**src/nvra_pkg.sv**
```systemverilog
// Shared types and constants of the record address resolver.
`default_nettype none

package nvra_pkg;

	// Table geometry and field widths.
	localparam int MAX_ENTRIES = 16;
	localparam int IDX_W       = $clog2(MAX_ENTRIES);
	localparam int CNT_W       = 5;
	localparam int HALF_W      = 16;
	localparam int ADDR_W      = 32;
	localparam int REQ_W       = 2;
	localparam int REG_IDX_W   = 1;

	// Request codes.
	localparam logic [REQ_W-1:0] REQ_LOAD  = 2'd0;
	localparam logic [REQ_W-1:0] REQ_READ  = 2'd1;
	localparam logic [REQ_W-1:0] REQ_WRITE = 2'd2;

	// Configuration register indexes.
	localparam logic [REG_IDX_W-1:0] REG_BASE_ADDRESS = 1'b0;
	localparam logic [REG_IDX_W-1:0] REG_ITEM_COUNT   = 1'b1;

	// Result status codes.
	typedef enum logic [1:0] {
		ST_OK        = 2'd0,
		ST_NOT_FOUND = 2'd1,
		ST_TOO_LONG  = 2'd2
	} status_t;

	// Commands from the controller to the datapath.
	typedef struct packed {
		logic             load;
		logic             capture;
		logic             rd_en;
		logic [IDX_W-1:0] rd_idx;
		logic             mul_en;
		logic             sel_rnum;
		logic             acc_en;
		logic             res_load;
		status_t          res_status;
	} cmd_t;

	// Status from the datapath to the controller.
	typedef struct packed {
		logic             hit;
		logic             too_long;
		logic [CNT_W-1:0] limit;
	} stat_t;

endpackage

`default_nettype wire

```
**src/nvra_dp.sv**
```systemverilog
// Datapath: entry table, request registers, offset accumulator and result registers.
`default_nettype none

module nvra_dp (
	input  wire                          clk,
	input  wire                          arst_n,
	input  nvra_pkg::cmd_t               cmd,
	output nvra_pkg::stat_t              stat,
	input  wire                          cfg_we,
	input  wire [nvra_pkg::REG_IDX_W-1:0] cfg_index,
	input  wire [nvra_pkg::ADDR_W-1:0]   cfg_wdata,
	input  wire [nvra_pkg::REQ_W-1:0]    req_type,
	input  wire [nvra_pkg::IDX_W-1:0]    entry_index,
	input  wire [nvra_pkg::HALF_W-1:0]   item_id,
	input  wire [nvra_pkg::HALF_W-1:0]   record_size,
	input  wire [nvra_pkg::HALF_W-1:0]   record_count,
	input  wire [nvra_pkg::HALF_W-1:0]   record_number,
	input  wire [nvra_pkg::HALF_W-1:0]   length,
	output logic [nvra_pkg::ADDR_W-1:0]  flash_address,
	output logic [nvra_pkg::HALF_W-1:0]  transfer_length,
	output logic                         is_write,
	output logic [1:0]                   status
);

	localparam int ENTRY_W = 3 * nvra_pkg::HALF_W;

	logic [ENTRY_W-1:0]              entry_mem_q [nvra_pkg::MAX_ENTRIES];
	logic [nvra_pkg::ADDR_W-1:0]     base_q;
	logic [nvra_pkg::CNT_W-1:0]      item_count_q;
	logic [nvra_pkg::HALF_W-1:0]     req_id_q;
	logic [nvra_pkg::HALF_W-1:0]     req_rnum_q;
	logic [nvra_pkg::HALF_W-1:0]     req_len_q;
	logic                            req_write_q;
	logic [nvra_pkg::HALF_W-1:0]     rd_ident_s1;
	logic [nvra_pkg::HALF_W-1:0]     rd_size_s1;
	logic [nvra_pkg::HALF_W-1:0]     rd_count_s1;
	logic [nvra_pkg::ADDR_W-1:0]     prod_s2;
	logic [nvra_pkg::ADDR_W-1:0]     offset_q;
	logic [nvra_pkg::ADDR_W-1:0]     addr_q;
	logic [1:0]                      status_q;
	logic [nvra_pkg::HALF_W-1:0]     mul_rhs;

	// Configuration registers.
	always_ff @(posedge clk or negedge arst_n) begin
		if (!arst_n) begin
			base_q       <= '0;
			item_count_q <= '0;
		end else if (cfg_we) begin
			unique case (cfg_index)
				nvra_pkg::REG_BASE_ADDRESS: base_q <= cfg_wdata;
				nvra_pkg::REG_ITEM_COUNT:   item_count_q <= cfg_wdata[nvra_pkg::CNT_W-1:0];
				default: ;
			endcase
		end
	end

	// Entry table: written by load transactions, read one entry a cycle during a scan.
	always_ff @(posedge clk) begin
		if (cmd.load) begin
			entry_mem_q[entry_index] <= {item_id, record_size, record_count};
		end
		if (cmd.rd_en) begin
			{rd_ident_s1, rd_size_s1, rd_count_s1} <= entry_mem_q[cmd.rd_idx];
		end
	end

	// Request fields are held for the whole scan.
	always_ff @(posedge clk) begin
		if (cmd.capture) begin
			req_id_q    <= item_id;
			req_rnum_q  <= record_number;
			req_len_q   <= length;
			req_write_q <= (req_type == nvra_pkg::REQ_WRITE);
		end
	end

	// Size times count for earlier entries, size times record number at the match.
	assign mul_rhs = cmd.sel_rnum ? req_rnum_q : rd_count_s1;

	always_ff @(posedge clk) begin
		if (cmd.mul_en) begin
			prod_s2 <= rd_size_s1 * mul_rhs;
		end
	end

	// Offset accumulator, wrapping at 32 bits.
	always_ff @(posedge clk) begin
		if (cmd.capture) begin
			offset_q <= '0;
		end else if (cmd.acc_en) begin
			offset_q <= offset_q + prod_s2;
		end
	end

	// Result registers; the address reads zero on any error.
	always_ff @(posedge clk) begin
		if (cmd.res_load) begin
			status_q <= cmd.res_status;
			addr_q   <= (cmd.res_status == nvra_pkg::ST_OK) ? base_q + offset_q : '0;
		end
	end

	// Status toward the controller.
	always_comb begin
		stat.hit      = (rd_ident_s1 == req_id_q);
		stat.too_long = (req_len_q > rd_size_s1);
		stat.limit    = (item_count_q > nvra_pkg::CNT_W'(nvra_pkg::MAX_ENTRIES))
			? nvra_pkg::CNT_W'(nvra_pkg::MAX_ENTRIES) : item_count_q;
	end

	assign flash_address   = addr_q;
	assign transfer_length = req_len_q;
	assign is_write        = req_write_q;
	assign status          = status_q;

endmodule

`default_nettype wire

```
**src/nvra_ctrl.sv**
```systemverilog
// Controller: accepts transactions and sequences the table scan.
`default_nettype none

module nvra_ctrl (
	input  wire                         clk,
	input  wire                         arst_n,
	input  wire                         start,
	input  wire [nvra_pkg::REQ_W-1:0]   req_type,
	input  nvra_pkg::stat_t             stat,
	output nvra_pkg::cmd_t              cmd,
	output logic                        busy,
	output logic                        done
);

	typedef enum logic [4:0] {
		S_IDLE  = 5'b00001,
		S_SCAN  = 5'b00010,
		S_MATCH = 5'b00100,
		S_ADDR  = 5'b01000,
		S_RESP  = 5'b10000
	} state_t;

	state_t                     state_q;
	state_t                     state_d;
	logic [nvra_pkg::CNT_W-1:0] idx_q;
	logic                       rd_v_s1;
	logic                       acc_v_s2;
	logic                       accept;

	assign accept = start && (state_q == S_IDLE);

	// Next state and command decode.
	always_comb begin
		state_d = state_q;
		cmd     = '0;
		cmd.res_status = nvra_pkg::ST_OK;
		cmd.rd_idx     = idx_q[nvra_pkg::IDX_W-1:0];
		unique case (state_q)
			S_IDLE: begin
				if (accept) begin
					if (req_type == nvra_pkg::REQ_LOAD) begin
						cmd.load = 1'b1;
					end else if (req_type == nvra_pkg::REQ_READ ||
						req_type == nvra_pkg::REQ_WRITE) begin
						cmd.capture = 1'b1;
						state_d     = S_SCAN;
					end
				end
			end
			S_SCAN: begin
				cmd.acc_en = acc_v_s2;
				if (rd_v_s1 && stat.hit) begin
					if (stat.too_long) begin
						cmd.res_load   = 1'b1;
						cmd.res_status = nvra_pkg::ST_TOO_LONG;
						state_d        = S_RESP;
					end else begin
						cmd.mul_en   = 1'b1;
						cmd.sel_rnum = 1'b1;
						state_d      = S_MATCH;
					end
				end else begin
					cmd.mul_en = rd_v_s1;
					if (idx_q < stat.limit) begin
						cmd.rd_en = 1'b1;
					end else if (!rd_v_s1) begin
						cmd.res_load   = 1'b1;
						cmd.res_status = nvra_pkg::ST_NOT_FOUND;
						state_d        = S_RESP;
					end
				end
			end
			S_MATCH: begin
				cmd.acc_en = 1'b1;
				state_d    = S_ADDR;
			end
			S_ADDR: begin
				cmd.res_load = 1'b1;
				state_d      = S_RESP;
			end
			S_RESP: begin
				state_d = S_IDLE;
			end
			default: begin
				state_d = S_IDLE;
			end
		endcase
	end

	// State, scan index and pipeline valid bits.
	always_ff @(posedge clk or negedge arst_n) begin
		if (!arst_n) begin
			state_q  <= S_IDLE;
			idx_q    <= '0;
			rd_v_s1  <= 1'b0;
			acc_v_s2 <= 1'b0;
		end else begin
			state_q  <= state_d;
			rd_v_s1  <= cmd.rd_en;
			acc_v_s2 <= cmd.mul_en;
			if (cmd.capture) begin
				idx_q <= '0;
			end else if (cmd.rd_en) begin
				idx_q <= idx_q + 1'b1;
			end
		end
	end

	assign busy = (state_q != S_IDLE);
	assign done = (state_q == S_RESP);

endmodule

`default_nettype wire

```
**src/nv_record_address_resolver.sv**
```systemverilog
// Top level of the record address resolver: controller plus datapath.
//
// Usage: a transaction is taken at a rising edge where start is high and busy
// is low. A load transaction (req_type 0) writes table slot entry_index in
// that edge and leaves busy low, so loads may follow every cycle. Code 3 is
// dropped. A read or write request raises busy, walks the table entries in
// use from slot 0, one entry issued per cycle through the table read port,
// and ends with one result cycle where done is high and flash_address,
// transfer_length, is_write and status hold the answer.
// The scan stops at the first matching entry. A new transaction can be taken
// in the cycle after done.
// Configuration: cfg_we with cfg_index 0 writes base_address, index 1 writes
// item_count; write only while busy is low.
// Reset clears the controller, base_address and item_count; table contents
// are undefined until loaded. The receiver cannot stall: done lasts one cycle.
`default_nettype none

module nv_record_address_resolver (
	input  wire                           clk,
	input  wire                           arst_n,
	input  wire                           start,
	output logic                          busy,
	input  wire [nvra_pkg::REQ_W-1:0]     req_type,
	input  wire [nvra_pkg::IDX_W-1:0]     entry_index,
	input  wire [nvra_pkg::HALF_W-1:0]    item_id,
	input  wire [nvra_pkg::HALF_W-1:0]    record_size,
	input  wire [nvra_pkg::HALF_W-1:0]    record_count,
	input  wire [nvra_pkg::HALF_W-1:0]    record_number,
	input  wire [nvra_pkg::HALF_W-1:0]    length,
	input  wire                           cfg_we,
	input  wire [nvra_pkg::REG_IDX_W-1:0] cfg_index,
	input  wire [nvra_pkg::ADDR_W-1:0]    cfg_wdata,
	output logic                          done,
	output logic [nvra_pkg::ADDR_W-1:0]   flash_address,
	output logic [nvra_pkg::HALF_W-1:0]   transfer_length,
	output logic                          is_write,
	output logic [1:0]                    status
);

	nvra_pkg::cmd_t  cmd;
	nvra_pkg::stat_t stat;

	// Transaction sequencing.
	nvra_ctrl u_ctrl (
		.clk      (clk),
		.arst_n   (arst_n),
		.start    (start),
		.req_type (req_type),
		.stat     (stat),
		.cmd      (cmd),
		.busy     (busy),
		.done     (done)
	);

	// Table, arithmetic and result registers.
	nvra_dp u_dp (
		.clk             (clk),
		.arst_n          (arst_n),
		.cmd             (cmd),
		.stat            (stat),
		.cfg_we          (cfg_we),
		.cfg_index       (cfg_index),
		.cfg_wdata       (cfg_wdata),
		.req_type        (req_type),
		.entry_index     (entry_index),
		.item_id         (item_id),
		.record_size     (record_size),
		.record_count    (record_count),
		.record_number   (record_number),
		.length          (length),
		.flash_address   (flash_address),
		.transfer_length (transfer_length),
		.is_write        (is_write),
		.status          (status)
	);

endmodule

`default_nettype wire

```
**config.mk**
```make
export PLATFORM = sky130hd
export DESIGN_NAME = nv_record_address_resolver
export DESIGN_NICKNAME = d
export VERILOG_FILES = /design/src/nvra_pkg.sv /design/src/nvra_dp.sv /design/src/nvra_ctrl.sv /design/src/nv_record_address_resolver.sv
export SDC_FILE = /design/constraint.sdc
export NUM_CORES = 2
export LEC_CHECK = 0
export BUFFER_PORTS_ARGS = -buffer_cell sky130_fd_sc_hd__buf_2
export CAP_MARGIN = 0
export CORE_UTILIZATION = 43
export DETAILED_ROUTE_END_ITERATION = 12
export PLACE_DENSITY = 0.7
export SETUP_SLACK_MARGIN = 0.4
export SYNTH_ARGS = -nofsm -noshare
export SYNTH_HDL_FRONTEND = slang
export SYNTH_SLANG_ARGS = --single-unit
export TNS_END_PERCENT = 1
```
**constraint.sdc**
```tcl
create_clock -name clk -period 11.4 [get_ports clk]
set_input_delay 1.14 -clock clk [delete_from_list [all_inputs] [get_ports clk]]
set_output_delay 1.14 -clock clk [all_outputs]
set_load 0.01 [all_outputs]
```
==> impl_results.html <==
<table>
<tr><th>Metric</th><th>Value</th></tr>
<tr><th colspan="2">Run status</th></tr>
<tr><td>Outcome</td><td>finished, final reports clean</td></tr>
<tr><th colspan="2">CTS</th></tr>
<tr><td>Post-cts repair resize count</td><td>0</td></tr>
<tr><td>Clock slew at reported path FFs</td><td>60 ps</td></tr>
<tr><td>CTS hold repair buffers</td><td>0</td></tr>
<tr><td>Insertion delay to the later sink of the worst-skew pair</td><td>740 ps</td></tr>
<tr><td>Master cell of the clock root buffer</td><td>sky130_fd_sc_hd__clkbuf_16</td></tr>
<tr><td>Buffer depth of the longest clock path</td><td>3</td></tr>
<tr><td>TritonCTS clock tree</td><td>done</td></tr>
<tr><td>Total clock sinks</td><td>1012</td></tr>
<tr><td>Number of buffers created by CTS</td><td>103</td></tr>
<tr><td>H-Tree Depth</td><td>3</td></tr>
<tr><td>Post-CTS Setup Inserts</td><td>0</td></tr>
<tr><th colspan="2">Critical path</th></tr>
<tr><td>Worst path top cell family by delay</td><td>adder cells</td></tr>
<tr><td>Cell mode on critical path</td><td>sky130_fd_sc_hd__fa_1</td></tr>
<tr><td>Combined buffer and inverter count along the critical path</td><td>4</td></tr>
<tr><td>Worst path required time</td><td>11800 ps</td></tr>
<tr><td>Worst Path Class, Setup</td><td>reg -&gt; reg</td></tr>
<tr><td>Delay of the slowest critical-path stage</td><td>770 ps</td></tr>
<tr><td>Kind of capture point of the worst setup path</td><td>flip-flop</td></tr>
<tr><td>Startpoint class of the critical path</td><td>flip-flop</td></tr>
<tr><td>Worst Path Max Fanout</td><td>20</td></tr>
<tr><td>Crit path arrival time</td><td>9960 ps</td></tr>
<tr><td>Worst-path cell with the longest stage delay</td><td>sky130_fd_sc_hd__mux2i_1</td></tr>
<tr><th colspan="2">Timing</th></tr>
<tr><td>Actual slew at the worst max-slew pin</td><td>1190 ps</td></tr>
<tr><td>RSZ-0062 raised after global routing</td><td>false</td></tr>
<tr><td>Clock skew</td><td>81.2 ps</td></tr>
<tr><td>Max-slew violation count</td><td>0</td></tr>
<tr><td>Final Hold Fails</td><td>0</td></tr>
<tr><td>Period minus WS final</td><td>9550 ps</td></tr>
<tr><td>Final setup violation count</td><td>0</td></tr>
<tr><td>Aggregate negative setup slack</td><td>0 ps</td></tr>
<tr><td>Post-route clock period utilization</td><td>83.8%</td></tr>
<tr><td>Timing-limited maximum frequency</td><td>105 MHz</td></tr>
<tr><td>Max-slew headroom</td><td>20.8%</td></tr>
<tr><th colspan="2">Yosys</th></tr>
<tr><td>Gate count after technology mapping</td><td>3129</td></tr>
<tr><td>Dominant cell by count in the synthesized netlist</td><td>sky130_fd_sc_hd__edfxtp_1</td></tr>
<tr><td>Largest cells by area after synthesis</td><td>sky130_fd_sc_hd__edfxtp_1 (57%), sky130_fd_sc_hd__mux4_2 (11%), sky130_fd_sc_hd__fa_1 (7.9%)</td></tr>
<tr><td>Number of flops mapped to enable cells by yosys</td><td>931</td></tr>
<tr><td>Share of synthesized registers carrying an async set or reset</td><td>4.84%</td></tr>
<tr><td>Synthesized net count</td><td>3637</td></tr>
<tr><td>Flip-flop and latch count after synthesis</td><td>1012</td></tr>
<tr><td>Top cell type's share of synthesized area</td><td>56.5%</td></tr>
<tr><td>Most instantiated flip-flop cell in the synthesis netlist</td><td>sky130_fd_sc_hd__edfxtp_1</td></tr>
<tr><td>Cell variety after synth</td><td>76</td></tr>
<tr><td>Post-synth top area cell</td><td>sky130_fd_sc_hd__edfxtp_1</td></tr>
<tr><td>Average cell area after synthesis</td><td>15.8 sq um</td></tr>
<tr><td>Portion of the post-synthesis area used by sequential elements</td><td>60.3%</td></tr>
<tr><td>Synth warn</td><td>0</td></tr>
<tr><td>Post-synth top cells</td><td>sky130_fd_sc_hd__edfxtp_1 (931), sky130_fd_sc_hd__inv_1 (278), sky130_fd_sc_hd__mux4_2 (240)</td></tr>
<tr><td>Synthesized cell area</td><td>49500 sq um</td></tr>
<tr><th colspan="2">Floorplanning</th></tr>
<tr><td>Die outline area</td><td>116000 sq um</td></tr>
<tr><td>Die outline width</td><td>341 um</td></tr>
<tr><td>Number of core rows</td><td>124</td></tr>
<tr><td>Starting Density</td><td>43.3%</td></tr>
<tr><td>I/O Pins</td><td>176</td></tr>
<tr><td>Placeable core region</td><td>114000 sq um</td></tr>
<tr><td>Die height</td><td>341 um</td></tr>
<tr><th colspan="2">Power and ir drop</th></tr>
<tr><td>Worst vdd rail ir drop</td><td>0.168 mV</td></tr>
<tr><td>Part of the power in combinational logic</td><td>20.8%</td></tr>
<tr><td>Switching power total</td><td>2590 uW</td></tr>
<tr><td>Power Internal</td><td>6980 uW</td></tr>
<tr><td>Static leakage power</td><td>0.0201 uW</td></tr>
<tr><td>Net Sw Frac</td><td>27.1%</td></tr>
<tr><td>Sequential share of power</td><td>44.4%</td></tr>
<tr><td>Cell area power density</td><td>172 nW/um^2</td></tr>
<tr><td>Clk network pwr share</td><td>34.8%</td></tr>
<tr><th colspan="2">Routing</th></tr>
<tr><td>Iteration-0 DRC count of the detailed router</td><td>2401</td></tr>
<tr><td>Number of routed nets with antenna violations</td><td>0</td></tr>
<tr><td>Average detailed-routed wire length per instance</td><td>24.0 um</td></tr>
<tr><td>Avg Vias per Cell</td><td>5.60</td></tr>
<tr><td>Residual DRC</td><td>0</td></tr>
<tr><td>Via count</td><td>27600</td></tr>
<tr><td>Routed WL</td><td>118 mm</td></tr>
<tr><td>First-pass detailed-route iteration total</td><td>5</td></tr>
<tr><th colspan="2">GRT</th></tr>
<tr><td>Via count of the first global-routing pass</td><td>27900</td></tr>
<tr><td>Pin count of the biggest net entering global routing</td><td>98</td></tr>
<tr><td>Final global-route overflow total</td><td>0</td></tr>
<tr><td>Initial antenna violation count</td><td>21</td></tr>
<tr><td>Global-route wire length before repair</td><td>177 mm</td></tr>
<tr><td>Global-route total usage across every layer</td><td>20.5%</td></tr>
<tr><th colspan="2">Finish</th></tr>
<tr><td>Post-synthesis to final-layout area growth</td><td>12.2%</td></tr>
<tr><td>Final Net Count</td><td>3840</td></tr>
<tr><td>Multi-input logic area</td><td>18200 sq um</td></tr>
<tr><td>Register area</td><td>29800 sq um</td></tr>
<tr><td>Number of fill cells</td><td>9585</td></tr>
<tr><td>Final cell area excluding filler cells</td><td>55500 sq um</td></tr>
<tr><td>Fraction of layout cells with a size suffix above 1</td><td>20.3%</td></tr>
<tr><th colspan="2">Place</th></tr>
<tr><td>GPL Wtd Cong</td><td>0.918</td></tr>
<tr><td>Placement-stage cell area</td><td>52200 sq um</td></tr>
<tr><td>Quantity of I/O buffers inserted on ports</td><td>175</td></tr>
<tr><td>Half-perimeter wire length after placement</td><td>72.7 mm</td></tr>
<tr><th colspan="2">Hold path</th></tr>
<tr><td>Min-delay worst type</td><td>reg -&gt; reg</td></tr>
<tr><th colspan="2">Flow run</th></tr>
<tr><td># Max-Cap Violations</td><td>0</td></tr>
</table>
[layer usage]
layer  up-vias  global-route usage (%)  wire length, um
met4        20                    5.80             3050
met3       222                    4.22             8990
met5         -                       0              121
li1      12100                       -                -
met2      1060                    34.5            59400
met1     14200                    27.0            46800
[worst min-delay path, delay by kind of cell (launching register included)]
kind / cells / cell delay (ps)
AO/OA/AOI/OAI: 1 / 50
flip-flops: 1 / 330
AND/OR/NAND/NOR: 1 / 60
[stage by stage]
| step | util [%] | power [uW] | instances | worst slack, ps | hold slack (ps) |
|---|---|---|---|---|---|
| after global placement | 45.7 | 6310 | 4739 | 2290 | 483 |
| after global routing | 48.6 | 10000 | 4926 | 1360 | 524 |
| after detailed placement | 45.7 | 6330 | 4739 | 1990 | 489 |
| final | 48.6 | 9570 | 4926 | 1850 | 492 |
| after floorplan | - | 5800 | 3129 | 3310 | 449 |
| after CTS | 48.6 | 9660 | 4920 | 1920 | 500 |
[state kept, by name (all words and copies together) (netlist names)]
name	flops
u_ctrl.rd_v_s1	1
u_dp.req_id_q	16
u_dp.rd_count_s1	16
u_dp.prod_s2	32
u_dp.flash_address	32
u_ctrl.idx_q	5
u_dp.base_q	32
u_dp.item_count_q	5
u_dp.transfer_length	16
u_dp.req_rnum_q	16
u_dp.rd_size_s1	16
u_ctrl.acc_v_s2	1
u_dp.offset_q	32
u_dp.rd_ident_s1	16
u_dp.is_write	1
u_dp.status	2
u_dp.entry_mem_q	768
u_ctrl.state_q	5
[power groups by stage]
| stage | logic (uW) | registers (uW) | clock network [uW] |
|---|---|---|---|
| CTS | 2020 | 4250 | 3380 |
| global route | 2240 | 4260 | 3510 |
| global placement | 1980 | 4330 | 0 |
| finish | 1990 | 4250 | 3330 |
| floorplan | 1510 | 4290 | 0 |
| detailed placement | 2000 | 4330 | 0 |
[placed cells by master (no fill, tap or decap), types with 10 or more instances in the layout]
cell,Yosys,routed
sky130_fd_sc_hd__xnor2_1,44,44
sky130_fd_sc_hd__nor4_1,10,10
sky130_fd_sc_hd__dfxtp_1,32,32
sky130_fd_sc_hd__nand4_1,19,19
sky130_fd_sc_hd__dfrtp_1,48,44
sky130_fd_sc_hd__clkinv_2,0,16
sky130_fd_sc_hd__edfxtp_1,931,931
sky130_fd_sc_hd__mux2i_1,15,15
sky130_fd_sc_hd__xor2_1,44,44
sky130_fd_sc_hd__buf_2,10,175
sky130_fd_sc_hd__inv_1,278,277
sky130_fd_sc_hd__ha_1,189,189
sky130_fd_sc_hd__mux2_2,49,49
sky130_fd_sc_hd__mux4_2,240,240
sky130_fd_sc_hd__nand2b_1,23,23
sky130_fd_sc_hd__a21o_1,44,44
sky130_fd_sc_hd__nor3_1,24,19
sky130_fd_sc_hd__a21oi_1,95,94
sky130_fd_sc_hd__and3_1,11,11
sky130_fd_sc_hd__o21ai_0,60,60
sky130_fd_sc_hd__clkbuf_16,0,104
sky130_fd_sc_hd__and2_1,53,53
sky130_fd_sc_hd__fa_1,196,196
sky130_fd_sc_hd__nand3_1,34,34
sky130_fd_sc_hd__a211oi_1,17,17
sky130_fd_sc_hd__nand2_1,226,226
sky130_fd_sc_hd__o211ai_1,15,15
sky130_fd_sc_hd__nor2_4,0,12
sky130_fd_sc_hd__nor2_1,182,170
sky130_fd_sc_hd__buf_4,12,40
sky130_fd_sc_hd__bufinv_16,0,10
sky130_fd_sc_hd__clkinv_1,1,22
sky130_fd_sc_hd__clkbuf_1,78,15
sky130_fd_sc_hd__o21a_1,12,12
[area by class of cell]
| cell class | instances | area share, % |
|---|---|---|
| Timing Repair Buffer | 216 | 2.15 |
| Clock inverter | 60 | 1.10 |
| Inverter | 280 | 1.90 |
| Multi-Input combinational cell | 1719 | 32.8 |
| Clock buffer | 121 | 4.84 |
| Antenna cell | 6 | 0.0270 |
| Sequential cell | 1012 | 53.8 |
| Tap cell | 1512 | 3.41 |
[kinds of logic (layout without fill, tap and decap cells)]
group,Yosys count,after routing,share of synthesized area [%]
compound gates,316,316,4.17
mux,304,304,12.3
fa+ha+maj,385,385,12.7
flops,1012,1012,60.3
buf+inv,398,677,3.15
simple gates,626,626,5.79
xor+xnor,88,88,1.56
other cells,0,6,0
[final timing paths]
path	slack, ps	to	startpoint	depth (start not counted)
max	1850	u_dp.prod_s2[31]	u_dp.rd_size_s1[9]	28
min	490	u_dp.offset_q[9]	u_dp.offset_q[9]	2
max reg2reg	1850	u_dp.prod_s2[31]	u_dp.rd_size_s1[9]	28
min reg2reg	490	u_dp.offset_q[9]	u_dp.offset_q[9]	2
max in group asynchronous	10280	u_ctrl.idx_q[1]	arst_n	2
min in group asynchronous	530	u_dp.base_q[6]	arst_n	2
No activity file was read; power rests on OpenSTA's default activity.
